**src/cqi_horner_stage.sv**
```systemverilog
// One Horner step acc * u + k, with its pipeline register.
`default_nettype none
module cqi_horner_stage #(
	parameter int AW  = 43,
	parameter int PB  = 16,
	parameter int SW  = 8,
	parameter int IDX = 0
) (
	input  wire logic                 clk,
	input  wire logic                 en,
	input  wire logic signed [AW-1:0] acc_i,
	input  wire logic        [PB-1:0] u_i,
	input  wire logic        [SW-1:0] side_i,
	output logic signed      [AW-1:0] acc_o,
	output logic             [PB-1:0] u_o,
	output logic             [SW-1:0] side_o
);
	logic signed [AW+PB:0] prod;
	logic signed [AW+PB:0] scaled;
	logic signed [AW-1:0]  k;

	// The product shifted down is the floor of acc * u over one full phase.
	always_comb begin
		k      = $signed(side_i[IDX*AW +: AW]);
		prod   = acc_i * $signed({1'b0, u_i});
		scaled = prod >>> PB;
	end

	// Stage register.
	always_ff @(posedge clk) begin
		if (en) begin
			acc_o  <= scaled[AW-1:0] + k;
			u_o    <= u_i;
			side_o <= side_i;
		end
	end
endmodule
`default_nettype wire

```
**config.mk**
```make
export PLATFORM = sky130hd
export DESIGN_NAME = cqi_horner_stage
export DESIGN_NICKNAME = d
export VERILOG_FILES = /design/src/cqi_horner_stage.sv
export SDC_FILE = /design/constraint.sdc
export NUM_CORES = 1
export LEC_CHECK = 0
export CORE_AREA = 4 4 51 53
export DETAILED_ROUTE_END_ITERATION = 8
export DIE_AREA = 0 0 55 57
export DONT_BUFFER_PORTS = 1
export PLACE_DENSITY = 0.76
export SLEW_MARGIN = 20
export SYNTH_ARGS = -nofsm -noshare
export SYNTH_HDL_FRONTEND = slang
export SYNTH_SLANG_ARGS = --single-unit
```
**constraint.sdc**
```tcl
create_clock -name clk -period 0.8 [get_ports clk]
set_clock_uncertainty 0.15 [all_clocks]
set_input_delay 0.12 -clock clk [delete_from_list [all_inputs] [get_ports clk]]
set_output_delay 0.12 -clock clk [all_outputs]
set_load 0.05 [all_outputs]
```
After elaboration in Yosys (flattened, before gate mapping)
Cells that the tools add are included.
Word-level totals
  bits of input ports: 69
  register bits: 24
  logic and storage cells: 2

Depth between registers and ports, before layout
  word-level depth: 0
  mapped depth: 1
  depth with buffers taken out: 0

Least setup slack after synthesis
Ideal clock, no wire load.
  path type: register to output
  start point: register side_o[0]
  end point: output side_o[0]
  arrival time: 0.601 ns
  path buffers: 0
  required time: 0.530 ns
  path slack: -0.071 ns
  cell stages (with the launch flop): 1
  path through: edfxtp_1
RTL lines
  start: declaration: RTL line 16  | output logic [SW-1:0] side_o
  start signal: assignment: RTL line 34  | side_o <= side_i;
No word-level cell between the ends.

Final worst setup path
  start point: register u_o[2]
  end point: output u_o[2]
RTL lines
  start: declaration: RTL line 15  | output logic [PB-1:0] u_o,
  start signal: assignment: RTL line 33  | u_o <= u_i;
No word-level cell between the ends.

==> summary.txt <==
Synthesis
  – Post-synthesis mux area share: 0
  – Area contributors post-synth: edfxtp_1, buf_4, conb_1
  – Synth cell count leaders: buf_4, edfxtp_1, conb_1
  – Avg Cell Area, Syn: ~15 µm²
  – Compound-Gate Fraction of Synth Area: 0
  – Sequential area share after synthesis: 0.688
  – Combinational family with the most area after synthesis: buffers and inverters
  – XOR/XNOR share of the synthesized area: 0
  – Share of the synthesized area in the top cell type: 0.688
  – Post-Syn Area: between 0.001 and 0.0015 mm²
  – Synth Instances: 68
  – Area leader, netlist: edfxtp_1
  – Ys flop type: edfxtp_1
  – Netlist cell types: 3
  – Number of synthesized flops with an enable pin: 24
  – Top-count cell post-synth: buf_4
  – Post-synthesis simple-gate area fraction: 0
  – Warning count from the yosys run: 0
  – Ys async rst share: 0
  – Adder-Cell Fraction of Synth Area: 0
  – Flops & latches, synth: 24

Die
  – Die Y: 57 µm
  – I/O Pins: roughly 140
  – Initial core utilization: 0.487
  – Row count: 17
  – CORE AREA: between 0.002 and 0.0025 mm²
  – Die W: approximately 55 µm
  – Die Footprint: between 0.003 and 0.004 mm²

Final layout
  – NumNets Final: 189
  – Fillers: 123
  – Finished Cell Area: ~0.0017 mm²
  – # diodes: 0
  – Area Overhead vs Synth: 58.5%
  – Layout cells sized above 1: 0.229

Clocking
  – CTS Buffer Depth: 2
  – Post-CTS sizing: 0
  – # clock sinks: 24
  – CTS tree: done
  – Clock transition at path regs: ~120 ps
  – Root Driver: clkbuf_4
  – Number of buffers inserted by post-CTS setup repair: 0
  – Hold_buf cts: 24
  – # H-tree levels: 1
  – Inserted Clock Buffers: 3

Critical path
  – Family with the most delay on the worst path: flip-flops
  – CP arrival: around 930 ps
  – Crit end category: primary output
  – Worst Path Required: roughly 530 ps
  – Cell at the slowest stage of the critical path: edfxtp_1
  – Worst path cell trace: buf_12
  – WP buf/inv: 1
  – Critical path class: reg2out
  – Worst setup SP type: register
  – CP max FO: 1
  – CP max stage delay: 450 ps

Global route
  – Vias in the first global route: approximately 470
  – GRT overflow: 0
  – Initial antenna violation count: 0
  – First-pass GRT wire length: roughly 2.4 mm
  – Largest net degree at the start of global routing: 25
  – GRT Overall Usage: 0.112

Route
  – Drt first pass iters: 2
  – Routed len/inst: 13.5 µm
  – Routed vias: between 500 and 600
  – DRC: 0
  – Initial DRC Count: 2
  – Vias per cell: ~3.7
  – Final ANT Viol Nets: 0
  – DRT Wirelength: 1.97 mm

Min path
  – Min-Delay Startpoint: en
  – WHS Endpoint: side_o[3]
  – Hold Path Stages: 0
  – Min-Delay Path Class: in2reg

STA
  – Unrepaired setup endpoints after global routing: yes
  – Endpoints failing setup: 24
  – Tcrit/Tclk final: 1.50
  – Final hold viol count: 24
  – Sum Neg Setup Slack: -8980 ps
  – Fmax: between 0.8 and 0.9 GHz
  – Minimum clock period: 1200 ps
  – Pins Over Slew Limit: 0
  – Setup WS post-layout: -402 ps
  – Hold_ws: -231 ps

Power
  – Sw Pwr: 1.24 mW
  – Leakage power: 0.714 nW
  – Seq pwr share: 0.472
  – Combinational fraction of design power: 0.380
  – Pint: ~2.1 mW
  – Clock power frac: 0.147
  – Sw Ratio: 0.371
  – Pwr/cell area: 2010 mW/mm²
  – Peak VDD IR: between 1 and 1.5 mV

Outcome
  – Status: finished, violations left
  – Failing checks: hold timing, setup timing

Job
  – Max cap viols: 0

Placed design
  – Pre-CTS setup slack: -63.0 ps
  – RD Place Congestion: 0.689
  – Input/output buffers: 0
  – Hpwl dp: between 1.5 and 2 mm
  – Cell Area, Placed: approximately 0.0014 mm²
-- sequential cells by signal (all words and copies together) (netlist names) --
register  flops
side_o        8
u_o          16
-- through the flow --
step	std cells	hold slack (ps)	power, mW	util
2_1_floorplan	110	68.9	2.50	-
3_3_place_gp	119	68.9	2.77	0.651
3_5_place_dp	119	68.9	2.78	0.651
4_1_cts	146	-245	3.37	0.773
5_1_grt	146	-266	3.47	0.773
6_report	146	-231	3.34	0.773
-- cell type report --
class / instances / area (µm²) / area share
clock buffers: 3 / 22.5 / 0.0136
multi-input cells: 43 / 161 / 0.0972
flip-flops and latches: 24 / 721 / 0.434
well taps: 28 / 35.0 / 0.0211
repair buffers: 48 / 721 / 0.434
-- cell usage in the layout (no fill, tap or decap) --
cell and n:
buf_12 24, dlygate4sd3_1 24, conb_1 43, edfxtp_1 24, clkbuf_4 3
-- timing repair --
action / in CTS / in global routing
gates cloned: 0 / 0
endpoints found under the hold margin: 48 / 24
endpoints found under the setup margin: 24 / 24
-- cell families after synthesis --
logic type,count (synthesis)
buffers and inverters,43
DFF,24
other,1
-- worst max-delay path by stage --
stage	depth (start not counted)	start	endpoint	slack [ps]
after CTS	1	u_o[2]	u_o[2]	-430
after global routing	1	u_o[2]	u_o[2]	-460
after detailed placement	1	u_o[2]	u_o[2]	-60
after floorplan	0	side_o[0]	side_o[0]	-70
after global placement	1	u_o[2]	u_o[2]	-40
final	1	u_o[2]	u_o[2]	-400
-- metal layers --
layer / GRT usage / up-vias / wire (µm) / part of all wire
li1: - / 242 / - / -
met1: 0.119 / 229 / 651 / 0.33
met2: 0.179 / 60 / 939 / 0.48
met3: 0.0496 / 2 / 370 / 0.19
met4: 0.0625 / 0 / 12 / 0.0061
met5: 0 / - / 0 / 0
-- power by group through the flow --
stage / Clock, mW / Combinational, mW / Sequential (mW)
final: 0.492 / 1.27 / 1.58
after global routing: 0.581 / 1.30 / 1.58
after CTS: 0.521 / 1.27 / 1.58
after detailed placement: 0 / 1.17 / 1.61
after global placement: 0 / 1.17 / 1.61
after floorplan: 0 / 0.601 / 1.90
Power figures use the tool's default switching activity.
