[src/cqi_div_stage.sv]
// One restoring division step of the fraction divider, with its pipeline register.
`default_nettype none
module cqi_div_stage #(
	parameter int DW = 32,
	parameter int PB = 16,
	parameter int SW = 8
) (
	input  wire logic          clk,
	input  wire logic          en,
	input  wire logic [DW-1:0] rem_i,
	input  wire logic [DW-1:0] den_i,
	input  wire logic [PB-1:0] quo_i,
	input  wire logic [SW-1:0] side_i,
	output logic      [DW-1:0] rem_o,
	output logic      [DW-1:0] den_o,
	output logic      [PB-1:0] quo_o,
	output logic      [SW-1:0] side_o
);
	logic [DW:0] dbl;
	logic [DW:0] diff;
	logic        ge;

	// Shift the remainder up and subtract the divisor where it fits.
	always_comb begin
		dbl  = {rem_i, 1'b0};
		diff = dbl - {1'b0, den_i};
		ge   = (dbl >= {1'b0, den_i});
	end

	// Stage register.
	always_ff @(posedge clk) begin
		if (en) begin
			rem_o  <= ge ? diff[DW-1:0] : dbl[DW-1:0];
			den_o  <= den_i;
			quo_o  <= {quo_i[PB-2:0], ge};
			side_o <= side_i;
		end
	end
endmodule
`default_nettype wire

[config.mk]
export PLATFORM = sky130hd
export DESIGN_NAME = cqi_div_stage
export DESIGN_NICKNAME = d
export VERILOG_FILES = /design/src/cqi_div_stage.sv
export SDC_FILE = /design/constraint.sdc
export NUM_CORES = 1
export LEC_CHECK = 0
export BUFFER_PORTS_ARGS = -buffer_cell sky130_fd_sc_hd__buf_2
export CAP_MARGIN = 20
export CELL_PAD_IN_SITES_DETAIL_PLACEMENT = 1
export CELL_PAD_IN_SITES_GLOBAL_PLACEMENT = 1
export CORE_ASPECT_RATIO = 0.9
export CORE_MARGIN = 4
export CORE_UTILIZATION = 42
export DETAILED_ROUTE_END_ITERATION = 7
export HOLD_SLACK_MARGIN = 0.02
export PLACE_DENSITY = 0.83
export SLEW_MARGIN = 20
export SYNTH_ARGS = -nofsm -noshare
export SYNTH_HDL_FRONTEND = slang
export SYNTH_SLANG_ARGS = --single-unit
export TNS_END_PERCENT = 10
[constraint.sdc]
create_clock -name clk -period 5.7 [get_ports clk]
set_input_delay 0.285 -clock clk [delete_from_list [all_inputs] [get_ports clk]]
set_output_delay 0.285 -clock clk [all_outputs]
set_load 0.05 [all_outputs]
Word-level counts from Yosys, hierarchy flattened
Cells that the tools add are included.
{ "classes": {"addsub": 1, "n_mul": 0, "n_div": 0, "magnitude_cmp": 1, "n_eq_ne": 0, "shifts": 0, "mux": 1, "bitwise": 0, "reduce_logical": 0} }
{ "op_table": {"columns": ["operator", "count"], "rows": [
  ["$ge 33x32->1", 1],
  ["$mux 32", 1],
  ["$sub 32x32->32", 1]
]} }
{ "word_totals": {"regBits": 88, "latchBits": 0, "mem_bits_rw": 0, "romBits": 0, "wordCells": 8, "mem_count": 0} }

Logic depth before layout (Yosys ltp)
Gate-level depths: netlist (run 1).
{ "depth": {"ltp_word": 2, "ltp_mapped": 14, "depth_no_buf": 11} }

Worst setup path after synthesis (run 1)
OpenSTA, ideal clock, no wires.
{ "synth_path": {"path_kind": "input to register", "startpoint": "input den_i[10]", "endpoint": "register rem_o[10], data pin", "setup_time_ps": 260, "t_arrival_ps": 2731, "t_required_ps": 5440, "setup_slack_ps": 2709, "path_stages": 13, "n_path_buf": 2, "path_cell_list": "inv_1 > ha_1 > a211oi_2 > nor2_1 > or4b_4 > o2111ai_2 > a21oi_2 > o21ai_4 > and3_4 > buf_12 > inv_8 > buf_12 > mux2_4"} }
{ "synth_via": {"elab_chain_len": 2, "elab_cells_between_ends": 3, "cone_classes": "1 x add/sub; 1 x order compare; 1 x mux"} }
{ "synth_rtl": {"columns": ["element", "line", "rtl"], "rows": [
  ["from (decl)", "11", "input wire logic [DW-1:0] den_i,"],
  ["$sub 32x32->32 or $ge 33x32->1 (tied branches)", "26, 27", null],
  ["$mux 32 (*)", "33", "rem_o <= ge ? diff[DW-1:0] : dbl[DW-1:0];"],
  ["to (signal assigned)", "33", null],
  ["to (decl)", "14", "output logic [DW-1:0] rem_o,"]
]} }
Mark *: on every way between the ends. The rest lies on a longest branch, timed or not.
A chain may end at the register's enable or synchronous reset.

Worst setup path after layout (run 1)
{ "layout_path": {"startpoint": "input den_i[10]", "endpoint": "register rem_o[24], data pin"} }
The elaborated chain is that of the path after synthesis.

==> results.sh, run 1 <==
export IMPL_status="finished, final reports clean"
export IMPL_ys_top_cells_by_count="edfxtp_1, inv_1, ha_1"
export IMPL_port_buffers=176
export IMPL_period_needed_ns=2.994
export IMPL_synthCells=408
export IMPL_routedWlPerCell_um=19.02
export IMPL_drc_errors=0
export IMPL_cts_htree_levels=3
export IMPL_critPathLaunchType="primary input"
export IMPL_sequentialPowerShare_pct=39.7
export IMPL_irDropWorstVdd_mv=0.2066
export IMPL_tightestPinTransition_ns=0.7211
export IMPL_endpoint_kind="flop"
export IMPL_drt_pass1_iter_count=4
export IMPL_clkPwrFrac_pct=27.4
export IMPL_synth_most_common_cell="edfxtp_1"
export IMPL_ys_flop_type="edfxtp_1"
export IMPL_required_ns=5.79
export IMPL_avgSynthCellArea_um2=12.40
export IMPL_min_path_cells=1
export IMPL_crit_arrival_ns=3.09
export IMPL_internal_power_w=0.001317
export IMPL_drt_initial_drc_count=166
export IMPL_hp_class="primary input to flop"
export IMPL_cts_buffer_depth=2
export IMPL_switching_power_w=0.0007431
export IMPL_std_cell_rows=37
export IMPL_ant_nets=0
export IMPL_met1_usage_pct=24.48
export IMPL_die_area_um2=13870
export IMPL_final_hold_violation_count=0
export IMPL_max_cap_violations=0
export IMPL_cts_root_buf="clkbuf_16"
export IMPL_fmax_ghz=0.3340
export IMPL_synth_area_um2=5060
export IMPL_die_h_um=112.1
export IMPL_grt_most_used_layer="met2"
export IMPL_cp_max_fo=28
export IMPL_diodes=0
export IMPL_grt_max_degree=58
export IMPL_clock_sinks=88
export IMPL_async_flop_share_pct=0
export IMPL_rsz0062_at_grt="no"
export IMPL_synth_seq_area_share_pct=52.23
export IMPL_fp_dieW_um=123.7
export IMPL_clkTransAtPathRegs_ns=0.07
export IMPL_wl_um=14170
export IMPL_gr_usage_met2_pct=35.21
export IMPL_areaGrowthSynthToFinish_pct=25.22
export IMPL_final_core_util_pct=54.53
export IMPL_synth_top_area_share_pct=52.23
export IMPL_synth_edf_count=88
export IMPL_drive_above_1_share_pct=39.22
export IMPL_powerDensity_nw_per_um2=325.1
export IMPL_vias=3907
export IMPL_relSlewSlack_pct=51.93
export IMPL_leakagePower_nw=2.864
export IMPL_cts_hold_buffers=0
export IMPL_ctsResizeCount=0
export IMPL_swShare_pct=36.08
export IMPL_cts_buffers=9
export IMPL_yosys_warnings=0
export IMPL_dpl_hpwl_um=11110
export IMPL_setup_viol=0
export IMPL_fin_setup_tns_ns=0
export IMPL_core_area_um2=11620
export IMPL_synth_nets=531
export IMPL_combPwrFrac_pct=32.9
export IMPL_ioPinCount=178
export IMPL_period_share_pct=52.53
export IMPL_start_util_pct=43.54
export IMPL_ys_types=56
export IMPL_grt_usage_pct=20.41
export IMPL_cts_tree="yes"
export IMPL_grt_pass1_wl_um=21970
export IMPL_final_nets=707
export IMPL_synth_area_leaders="edfxtp_1, ha_1, mux2_4"
export IMPL_slew_violations=0
export IMPL_cts_setup_buffers=0
export IMPL_crit_type="primary input to flop"
export IMPL_yosys_register_bits=88
export IMPL_gr_usage_met3_pct=6.650
export IMPL_antenna_found_initial=0
export IMPL_routabilityCongestion=0.8174
export IMPL_overflow=0
export IMPL_viasPerCell=5.244
export IMPL_yosysTopAreaCell="edfxtp_1"
export IMPL_grt_pass1_vias=4235
## metrics by stage
step           hold WS [ns]  setup WS [ns]  instance area [um2]  power (W)  instances
2_1_floorplan        0.3839          2.709                 5060   0.001338        408
3_3_place_gp         0.4613          2.387                 6056   0.001490        729
3_5_place_dp         0.4637          2.364                 6056   0.001511        729
4_1_cts             0.09222          2.682                 6336   0.002085        745
5_1_grt             0.08538          2.526                 6336   0.002162        745
6_report             0.1081          2.706                 6336   0.002060        745
## cells in the final DEF (no fill, tap or decap), drive strengths merged, types with 6 or more instances in the layout
cell type    n
buf        178
edfxtp      88
inv         38
ha          32
mux2        27
a21oi       24
o21ai       20
nor2        18
a21o        15
nand2       15
xnor2       14
nand4       12
xor2        11
clkbuf      10
o21a         7
nand3        6
o31ai        6
## flip-flops by register name, summed over array words and instances (netlist names)
| register | count |
|---|---|
| den_o | 32 |
| rem_o | 32 |
| side_o | 8 |
| quo_o | 16 |
## power groups by stage
stage	Combinational (W)	Clock [W]	Sequential (W)
3_5_place_dp	0.000679	0	0.000832
6_report	0.000678	0.000563	0.000818
2_1_floorplan	0.000257	0	0.00108
5_1_grt	0.000725	0.000613	0.000824
4_1_cts	0.000684	0.000582	0.000819
3_3_place_gp	0.000662	0	0.000828
## final timing paths
path | start | to | slack, ns
min | side_i[4] | side_o[4] | 0.11
max | den_i[10] | rem_o[24] | 2.71
## critical path, stage by stage
cell	delay, ns
buf_2	0.10
inv_1	0.04
ha_1	0.37
a211oi_2	0.35
nor2_1	0.11
or4b_4	0.51
o2111ai_2	0.23
a21oi_2	0.12
o21ai_4	0.19
and3_4	0.30
inv_8	0.13
mux2_4	0.33
## area by class of cell
class                      count  area [um2]
fill                        1283        5284
clock buffer                  10       229.0
clock inverter                 6       51.30
inverter                      36       142.6
multi-input combinational    271        2177
sequential                    88        2643
timing repair buffer         178       898.4
tap                          156       195.2
## logic make-up (layout without fill, tap and decap cells)
logic type	count (synthesis)	after routing	share of synthesized area, %
AO/OA/AOI/OAI	102	102	13.90
XOR/XNOR	25	25	4.327
adder cells (fa/ha/maj)	33	33	8.309
buffers and inverters	49	230	4.748
flip-flops	88	88	52.23
multiplexers	29	29	7.814
AND/OR/NAND/NOR	82	82	8.680
## per-layer routing
layer / wire [um] / up-vias
li1: - / 1888
met2: 7111 / 145
met3: 1147 / 10
met5: 0 / -
met1: 5721 / 1864
met4: 188 / 0
No activity file was read; power rests on OpenSTA's default activity.
==> inputs of run 2 (changes only) <==
- CORE_UTILIZATION: 42 -> 39
- PLACE_DENSITY: 0.83 -> 0.77
- clock period: 5.7 -> 2.8 ns (I/O delays scaled with it)
==> run 2 against run 1 <==
Against the previous run: first-iteration DRC count increased by 65%; critical path depth decreased by 2; count of clock-buffer cells in the layout unchanged; combinational power increased by 130%; die area increased by 7.2%; worst hold slack got worse by 0.0078 ns; cell area increased by 14%; clock power increased by 110%; sequential cell count unchanged; setup slack got worse by 2.6 ns; utilization increased by 2.6 points; sequential share of layout area decreased by 5.3 points.
==> results.sh, run 2 (same netlist as run 1, synthesis figures left out) <==
export IMPL_routabilityCongestion=0.8549
export IMPL_fin_ws_ns=0.08228
export IMPL_gr_usage_met3_pct=6.774
export IMPL_final_nets=804
export IMPL_grt_max_degree=60
export IMPL_std_cell_rows=39
export IMPL_drc_errors=0
export IMPL_cts_buffer_depth=2
export IMPL_tightestPinTransition_ns=0.4834
export IMPL_top_regs="den_o (32), rem_o (32), quo_o (16)"
export IMPL_met1_usage_pct=25.04
export IMPL_leakagePower_nw=3.302
export IMPL_total_power_w=0.004394
export IMPL_layout_common_cells="buf_2, edfxtp_1, dlygate4sd3_1"
export IMPL_port_buffers=176
export IMPL_max_cap_violations=0
export IMPL_pre_cts_slack_ns=-0.1349
export IMPL_period_needed_ns=2.718
export IMPL_final_core_util_pct=57.17
export IMPL_routedWlPerCell_um=18.98
export IMPL_critPathLaunchType="primary input"
export IMPL_rsz0062_at_grt="yes"
export IMPL_slew_violations=0
export IMPL_cts_buffers=9
export IMPL_clock_sinks=88
export IMPL_grt_pass1_vias=4826
export IMPL_final_hold_violation_count=0
export IMPL_fin_hold_ws_ns=0.1003
export IMPL_areaGrowthSynthToFinish_pct=43.35
export IMPL_period_share_pct=97.06
export IMPL_drt_initial_drc_count=274
export IMPL_die_h_um=116.1
export IMPL_clkTransAtPathRegs_ns=0.07
export IMPL_gr_usage_met2_pct=39.67
export IMPL_dpl_hpwl_um=11450
export IMPL_final_common_cell="buf_2"
export IMPL_drt_pass1_iter_count=4
export IMPL_relSlewSlack_pct=67.43
export IMPL_vias=4367
export IMPL_hp_class="primary input to flop"
export IMPL_viasPerCell=5.132
export IMPL_cts_htree_levels=3
export IMPL_start_util_pct=39.88
export IMPL_status="finished, final reports clean"
export IMPL_core_area_um2=12690
export IMPL_antenna_found_initial=0
export IMPL_min_from="rem_i[25]"
export IMPL_crit_type="primary input to flop"
export IMPL_layout_cells_non_filler=851
export IMPL_irDropWorstVdd_mv=0.3027
export IMPL_grt_pass1_wl_um=25070
export IMPL_endpoint_kind="flop"
export IMPL_setup_viol=0
export IMPL_cts_root_buf="clkbuf_16"
export IMPL_drive_above_1_share_pct=40.23
export IMPL_post_place_cells=779
export IMPL_required_ns=2.91
export IMPL_cts_tree="yes"
export IMPL_wl_um=16150
export IMPL_cp_max_fo=28
export IMPL_fillers=1397
export IMPL_die_area_um2=14860
export IMPL_overflow=0
export IMPL_ant_nets=0
export IMPL_grt_usage_pct=21.88
export IMPL_crit_path_end="rem_o[2]"
export IMPL_crit_arrival_ns=2.83
export IMPL_cts_setup_buffers=0
export IMPL_ioPinCount=178
export IMPL_fmax_ghz=0.3680
export IMPL_powerDensity_nw_per_um2=605.9
export IMPL_grt_most_used_layer="met2"
export IMPL_startpoint="den_i[30]"
export IMPL_fp_dieW_um=128.1
==> run 2: worst max-delay path: stages <==
cell,delay (ns)
dlygate4sd3_1,0.52
buf_2,0.11
inv_1,0.04
ha_1,0.29
nand3_1,0.15
or4_1,0.57
o22a_1,0.22
and3_4,0.22
clkinv_8,0.18
mux2_2,0.39
==> run 2: area by class of cell <==
cell class | instances | area (um2) | area share, %
multi-input cells | 271 | 2198 | 30.31
diodes | 1 | 2.502 | 0.03450
repair buffers | 275 | 1777 | 24.50
well taps | 164 | 205.2 | 2.829
flip-flops and latches | 88 | 2643 | 36.43
clock inverters | 6 | 51.30 | 0.7073
inverters | 36 | 147.6 | 2.036
clock buffers | 10 | 229.0 | 3.157
==> run 2: per-layer routing <==
layer / routed length [um] / up-vias
met1: 6571 / 2109
met4: 264 / 0
met5: 0 / -
met3: 1084 / 25
li1: - / 2082
met2: 8227 / 151
==> run 2: worst min-delay path by stage <==
stage | to | cells after the start
floorplan | den_o[0] | 0
global placement | side_o[4] | 1
detailed placement | quo_o[7] | 1
CTS | rem_o[26] | 2
global route | rem_o[26] | 2
finish | rem_o[26] | 2
==> run 2: stage by stage <==
| stage | cell area (um2) | setup TNS, ns |
|---|---|---|
| 2_1_floorplan | 5077 | 0 |
| 3_3_place_gp | 6411 | -0.2419 |
| 3_5_place_dp | 6411 | -2.271 |
| 4_1_cts | 7242 | 0 |
| 5_1_grt | 7251 | -0.02699 |
| 6_report | 7253 | 0 |
==> run 2: what timing repair did <==
action	CTS	global route
resized for setup	0	2
endpoints found under the hold margin	55	0
hold buffers	55	0
endpoints found under the setup margin	0	26
==> run 2: power breakdown <==
part	internal, W	total (W)	switching (W)
Combinational	0.000558	0.00154	0.000984
Sequential	0.00163	0.00167	0.0000418
Clock	0.000615	0.00118	0.000567
Total	0.00280	0.00439	0.00159
